===== src/rtl/core/ssap_pkg.sv =====
// shared types and constants of the sparse set active partition
`timescale 1ns / 1ps
`default_nettype none

package ssap_pkg;

  localparam int unsigned MAX_ARCS_DEF    = 64;
  localparam int unsigned STAMP_BITS_DEF  = 32;
  localparam int unsigned ARC_COUNT_RESET = 64;

  // operation codes carried in the command field
  typedef enum logic [2:0] {
    CMD_QUERY      = 3'd0,
    CMD_ACTIVATE   = 3'd1,
    CMD_DEACTIVATE = 3'd2,
    CMD_CLEAR_ALL  = 3'd3,
    CMD_COMMIT     = 3'd4
  } cmd_e;

  // kinds of table write
  typedef enum logic [1:0] {
    WR_NONE   = 2'd0,
    WR_INIT   = 2'd1,
    WR_TENT   = 2'd2,
    WR_COMMIT = 2'd3
  } wr_kind_e;

  typedef struct packed {
    logic     rd_en;
    wr_kind_e wr_kind;
  } tbl_ctl_t;

endpackage

`default_nettype wire


===== src/rtl/core/ssap_table.sv =====
// one stamped table: committed value, tentative value, stamp and stamp valid per entry
`timescale 1ns / 1ps
`default_nettype none

module ssap_table #(
  parameter int unsigned DEPTH      = ssap_pkg::MAX_ARCS_DEF,
  parameter int unsigned IDX_W      = 6,
  parameter int unsigned STAMP_BITS = ssap_pkg::STAMP_BITS_DEF
) (
  input  wire logic                  clk_i,
  input  wire ssap_pkg::tbl_ctl_t    ctl_i,
  input  wire logic [IDX_W-1:0]      rd_addr_i,
  input  wire logic [IDX_W-1:0]      wr_addr_i,
  input  wire logic [IDX_W-1:0]      wr_val_i,
  input  wire logic [IDX_W-1:0]      wr_comm_i,
  input  wire logic [STAMP_BITS-1:0] stamp_i,
  output logic      [IDX_W-1:0]      view_o,
  output logic      [IDX_W-1:0]      comm_o
);

  typedef struct packed {
    logic                  sv;
    logic [STAMP_BITS-1:0] stamp;
    logic [IDX_W-1:0]      tent;
    logic [IDX_W-1:0]      comm;
  } entry_t;

  entry_t mem_q [DEPTH];
  entry_t rd_q;
  entry_t wr_word;
  logic   hit;
  logic   wr_en;

  // tentative value wins when stamped with the current timestamp
  assign hit    = rd_q.sv && (rd_q.stamp == stamp_i);
  assign view_o = hit ? rd_q.tent : rd_q.comm;
  assign comm_o = rd_q.comm;

  always_comb begin
    wr_word = rd_q;
    wr_en   = 1'b0;
    unique case (ctl_i.wr_kind)
      ssap_pkg::WR_INIT: begin
        wr_word = '{sv: 1'b0, stamp: '0, tent: '0, comm: wr_val_i};
        wr_en   = 1'b1;
      end
      ssap_pkg::WR_TENT: begin
        wr_word = '{sv: 1'b1, stamp: stamp_i, tent: wr_val_i, comm: wr_comm_i};
        wr_en   = 1'b1;
      end
      ssap_pkg::WR_COMMIT: begin
        // rd_q holds the entry at wr_addr_i, read in the previous cycle
        wr_word.comm = rd_q.tent;
        wr_en        = hit;
      end
      default: begin
        wr_en = 1'b0;
      end
    endcase
  end

  always_ff @(posedge clk_i) begin
    if (ctl_i.rd_en) begin
      rd_q <= mem_q[rd_addr_i];
    end
    if (wr_en) begin
      mem_q[wr_addr_i] <= wr_word;
    end
  end

  // reads never land on the entry written in the same cycle
  assert property (@(posedge clk_i) (ctl_i.rd_en && wr_en) |-> (rd_addr_i != wr_addr_i))
    else $error("table read and write collide on one entry");

endmodule

`default_nettype wire


===== config.mk =====
export PLATFORM = sky130hd
export DESIGN_NAME = ssap_table
export DESIGN_NICKNAME = d
export VERILOG_FILES = /design/src/rtl/core/ssap_pkg.sv /design/src/rtl/core/ssap_table.sv
export SDC_FILE = /design/constraint.sdc
export NUM_CORES = 2
export LEC_CHECK = 0
export BUFFER_PORTS_ARGS = -buffer_cell sky130_fd_sc_hd__buf_2
export CAP_MARGIN = 10
export CELL_PAD_IN_SITES_DETAIL_PLACEMENT = 1
export CELL_PAD_IN_SITES_GLOBAL_PLACEMENT = 1
export CORE_ASPECT_RATIO = 0.5
export CORE_MARGIN = 5
export CORE_UTILIZATION = 51
export CTS_CLUSTER_SIZE = 12
export DETAILED_ROUTE_END_ITERATION = 10
export GPL_ROUTABILITY_DRIVEN = 0
export PLACE_DENSITY_LB_ADDON = 0.1
export SLEW_MARGIN = 20
export SYNTH_ARGS = -nofsm -noshare
export SYNTH_HDL_FRONTEND = slang
export SYNTH_SLANG_ARGS = --single-unit

===== constraint.sdc =====
create_clock -name clk_i -period 5.8 [get_ports clk_i]
set_input_delay 0.87 -clock clk_i [delete_from_list [all_inputs] [get_ports clk_i]]
set_output_delay 0.87 -clock clk_i [all_outputs]
set_load 0.05 [all_outputs]

Word level (Yosys, flattened, before mapping) --
Memories as Yosys holds them, arrays and structs flattened. A register that Yosys moved wholly into a read port is not among the register bits. Cells that the tools add are included.
Storage, ports and cells: memories 1, output and inout bits 12, register bits 0, memory bits (writable) 2880, bits of input ports 60, word-level logic and storage cells 13
Operators by class: reduce and logical (&&, ||, !) cells 2, equal/unequal tests 4, muxes and demuxes 6
Memories:
- mem_q | words 64, bits a word 45, read ports 1, clocked after Yosys merged registers in 1, wr ports 1, line ssap_table.sv:28 | entry_t mem_q [DEPTH];
Operators by type and width (count):
- one-hot mux 39 bit (2 select lines) | 1
- equality test 32 bit | 1
- one-hot mux 6 bit (3 select lines) | 1
- two-way mux 6 bit | 1
- equality test 2 bit (second input constant) | 2
- equality test 2 x 1 -> 1 bit (second input constant) | 1
- two-way mux 1 bit | 2
- one-hot mux 1 bit (2 select lines) | 1
- OR reduction 2 bit | 1
- logical AND 1 bit | 1

Depth between registers and ports, before layout --
depth after elaboration 5, mapped depth 10, depth with buffers taken out 6

Worst setup path after synthesis --
No wires, ideal clock.
kind input to register, start point in stamp_i[25], end point mem mem_q[32][0] in the netlist's numbering (enable), library setup time 0.513 ns, stages on the path 7, required time 5.287 ns, path buffers 1, path slack -0.270 ns, arrival 5.557 ns, cells stage by stage nor2b_1 > a2111oi_0 > nand4b_1 > nor4_2 > a21oi_2 > clkbuf_1 > nor3b_1
Between the ends: cells in the longest elaborated chain, start to end 5
RTL lines:
- start, declared | line ssap_table.sv:16 | input wire logic [STAMP_BITS-1:0] stamp_i,
- equality test 32 bit | line ssap_table.sv:35 | assign hit = rd_q.sv && (rd_q.stamp == stamp_i);
- logical AND 1 bit | line ssap_table.sv:35
- one-hot mux 1 bit (2 select lines) | line ssap_table.sv:42 | unique case (ctl_i.wr_kind)
- two-way mux 1 bit | line ssap_table.sv:66 | if (wr_en) begin
- two-way mux 1 bit (implied by the code) | line ssap_table.sv:67 | mem_q[wr_addr_i] <= wr_word;
- end, declared | line ssap_table.sv:28
No other way between the ends.

Worst setup path after layout --
start point reg rd_q[42] (netlist name), end point out view_o[3]
Between the ends: cells in the longest elaborated chain, start to end 3
RTL lines:
- equality test 32 bit | line ssap_table.sv:35
- logical AND 1 bit | line ssap_table.sv:35
- two-way mux 6 bit | line ssap_table.sv:36 | assign view_o = hit ? rd_q.tent : rd_q.comm;
- end, declared | line ssap_table.sv:17 | output logic [IDX_W-1:0] view_o,
No other way between the ends.

==> flow_summary.ini <==
[logic_synthesis]
synth_cell_types = 44
syn_area_um2 = 112000
synth-edff-count = 2925
yosysTopAreaCell = edfxtp_1
ys_seq_elements = 2925
synth_area_leaders = edfxtp_1 78%, mux4_2 13%, mux2i_1 3.9%, o22ai_1 0.66%, o21ai_0 0.37%
ys_warn_count = 0
synth-main-ff-cell = edfxtp_1
syn_inst = 4966
avgSynthCellArea_um2 = 22.6
synth.most_common_cell = edfxtp_1
synth_common_cells = 2925 x edfxtp_1, 640 x mux4_2, 437 x mux2i_1
yosysSeqAreaShare_pct = 78.2
netlist.area_leader.share_pct = 78.2
synth_nets = 5030
async_flop_share_pct = 0

[placement]
pre_cts_slack_ns = 1.19
dp.final_hpwl_mm = 205
port-buffer-count = 71
place_area_um2 = 118000

[timing]
worst_slew_pin_slew_ns = 1.24
grt_setup_unrepaired = false
tns_ns = 0
maxClockFrequency_ghz = 0.224
period_needed_ns = 4.46
drv_slew = 0
slew_headroom_pct = 17.3
finalHoldViolations = 0
worst_slack_ns = 1.34
clock_skew_ns = 0.0394
setup_violations = 0
finalCritPeriodShare_pct = 76.9

[clocking]
insertion_delay_ns = 0.85
cts_tree = built
numCtsBuffers = 288
ctsHoldBuffers = 0
cts_setup_buffers = 0
path_clk_slew_ns = 0.06
cts_resized = 0
clock-sinks = 2925
ctsHtreeMaxLevel = 5
cts_buffer_depth = 4
root_buffer = clkbuf_16

[routing]
drc = 0
vias = 56287
viasPerCell = 6.77
ant_nets = 0
detail_route.wl_per_cell_um = 40.0
drtIter0Drc = 8285
finalWirelength_mm = 333
firstDrtPassIters = 5

[worst_setup_path]
critical-path-top-delay-family = simple AND/OR/NAND/NOR gates
worstPathArrival_ns = 3.59
crit_required_ns = 4.93
end_kind = primary output
critPathSlowestCell = nor4_1
path_cells = xor2_1 -> nor4_1 -> nand4b_1 -> nor4_4 -> buf_4 -> nand2_1 -> o21ai_0 -> buf_2
cp-start-kind = register
max_stage_delay_ns = 0.60
path_class = reg -> out
path_buf_inv = 2
regToRegSetupSlack_ns = 1.51
cp_max_fo = 13

[die]
ios = 72
die_x_um = 674
die_h_um = 342
num_rows = 121
start_util_pct = 51.4
core_region_area_um2 = 218000
dieArea_um2 = 230000

[worst_hold_path]
min_path_type = in -> reg

[global_routing]
grt_pass1_wl_mm = 465
antenna_found_initial = 33
grt_max_degree = 99
grt_usage_pct = 29.0
grt_overflow_total = 0
grt_pass1_vias = 56455

[power]
finalPower_mw = 43.8
peakVddDrop_v = 0.000226
powerDensity_nw_per_um2 = 347
leakagePower_nw = 40.6

[cells_and_area]
area_growth_pct = 12.5
stdcell_area_um2 = 126000
layout-drive-gt1-share_pct = 26.7
final_util_pct = 57.8
nets = 5379

[job]
maxCapViolations = 0

[status]
status = finished, final reports clean
-- layer usage --
| layer | GRT usage [%] | wire length (um) | up-vias |
|---|---|---|---|
| met1 | 43.4 | 136000 | 31030 |
| met4 | 8.26 | 10800 | 4 |
| met5 | 0 | 28 | - |
| met3 | 6.05 | 32900 | 502 |
| li1 | - | - | 21692 |
| met2 | 43.8 | 153000 | 3059 |
-- cell families after synthesis --
kind of cell	Yosys count	share of synthesized area, %
flops	2925	78.2
mux	1087	16.8
compound gates	377	2.16
buf+inv	329	1.44
simple gates	218	1.09
xor+xnor	26	0.203
fa+ha+maj	4	0.0446
-- state kept, by name (all words and copies together), names as in the netlist --
register and count:
mem_q 2880, rd_q 39, comm_o 6
-- placed cells by master, fill, tap and decap left out, types with 4 or more instances in the layout --
cell type,n
buf_2,67
nand3_1,4
a222oi_1,7
or4_1,36
clkbuf_1,18
nor3_2,46
o21ai_1,48
a21oi_1,9
o21ai_0,46
mux2_2,9
a22oi_1,28
inv_6,6
mux2i_4,6
xor2_1,23
nand2_1,52
nand3b_1,6
o21ai_4,38
a221oi_1,43
o221ai_1,9
diode_2,9
nor4_1,5
mux4_2,640
clkbuf_16,303
inv_1,47
o22ai_1,118
or3_1,10
nor3b_2,9
clkinv_1,5
nand4_1,10
o211ai_1,27
buf_4,225
nor3_4,11
nor2b_1,6
buf_12,43
nor2_1,4
edfxtp_1,2925
buf_8,4
mux2i_1,431
-- area by class of cell --
class	count	area [um2]
fillers	17886	92000
well taps	2952	3690
inverters	48	185
flip-flops and latches	2925	87800
multi-input cells	1712	23800
clock inverters	13	125
repair buffers	340	2970
diodes	9	22.5
clock buffers	321	7650
-- report_power, final --
group | switching (mW) | internal, mW
sequential | 0.0920 | 23.9
combinational | 2.24 | 0.828
clock | 7.45 | 9.28
total | 9.79 | 34.0
-- per-stage QoR --
step | hold WS, ns | std cells
after floorplan | 0.768 | 4966
after global placement | 0.857 | 7974
after detailed placement | 0.877 | 7976
after CTS | 0.460 | 8310
after global routing | 0.508 | 8311
final | 0.518 | 8320
-- final timing paths --
kind	from	end	cells after the start
worst max-delay path	rd_q[42]	view_o[3]	8
worst min register to register	mem_q[18][27]	rd_q[27]	4
worst max register to register	rd_q[42]	mem_q[48][19]	8
worst min-delay path	stamp_i[16]	mem_q[9][28]	3
-- tightest hold or removal path: cells and delay by family --
family | cells | cell delay, ns
AOI/OAI and AO/OA | 1 | 0.15
and+or+nand+nor | 1 | 0.08
buffers and inverters | 1 | 0.10
Note: power is estimated with default switching activity, not from simulation.
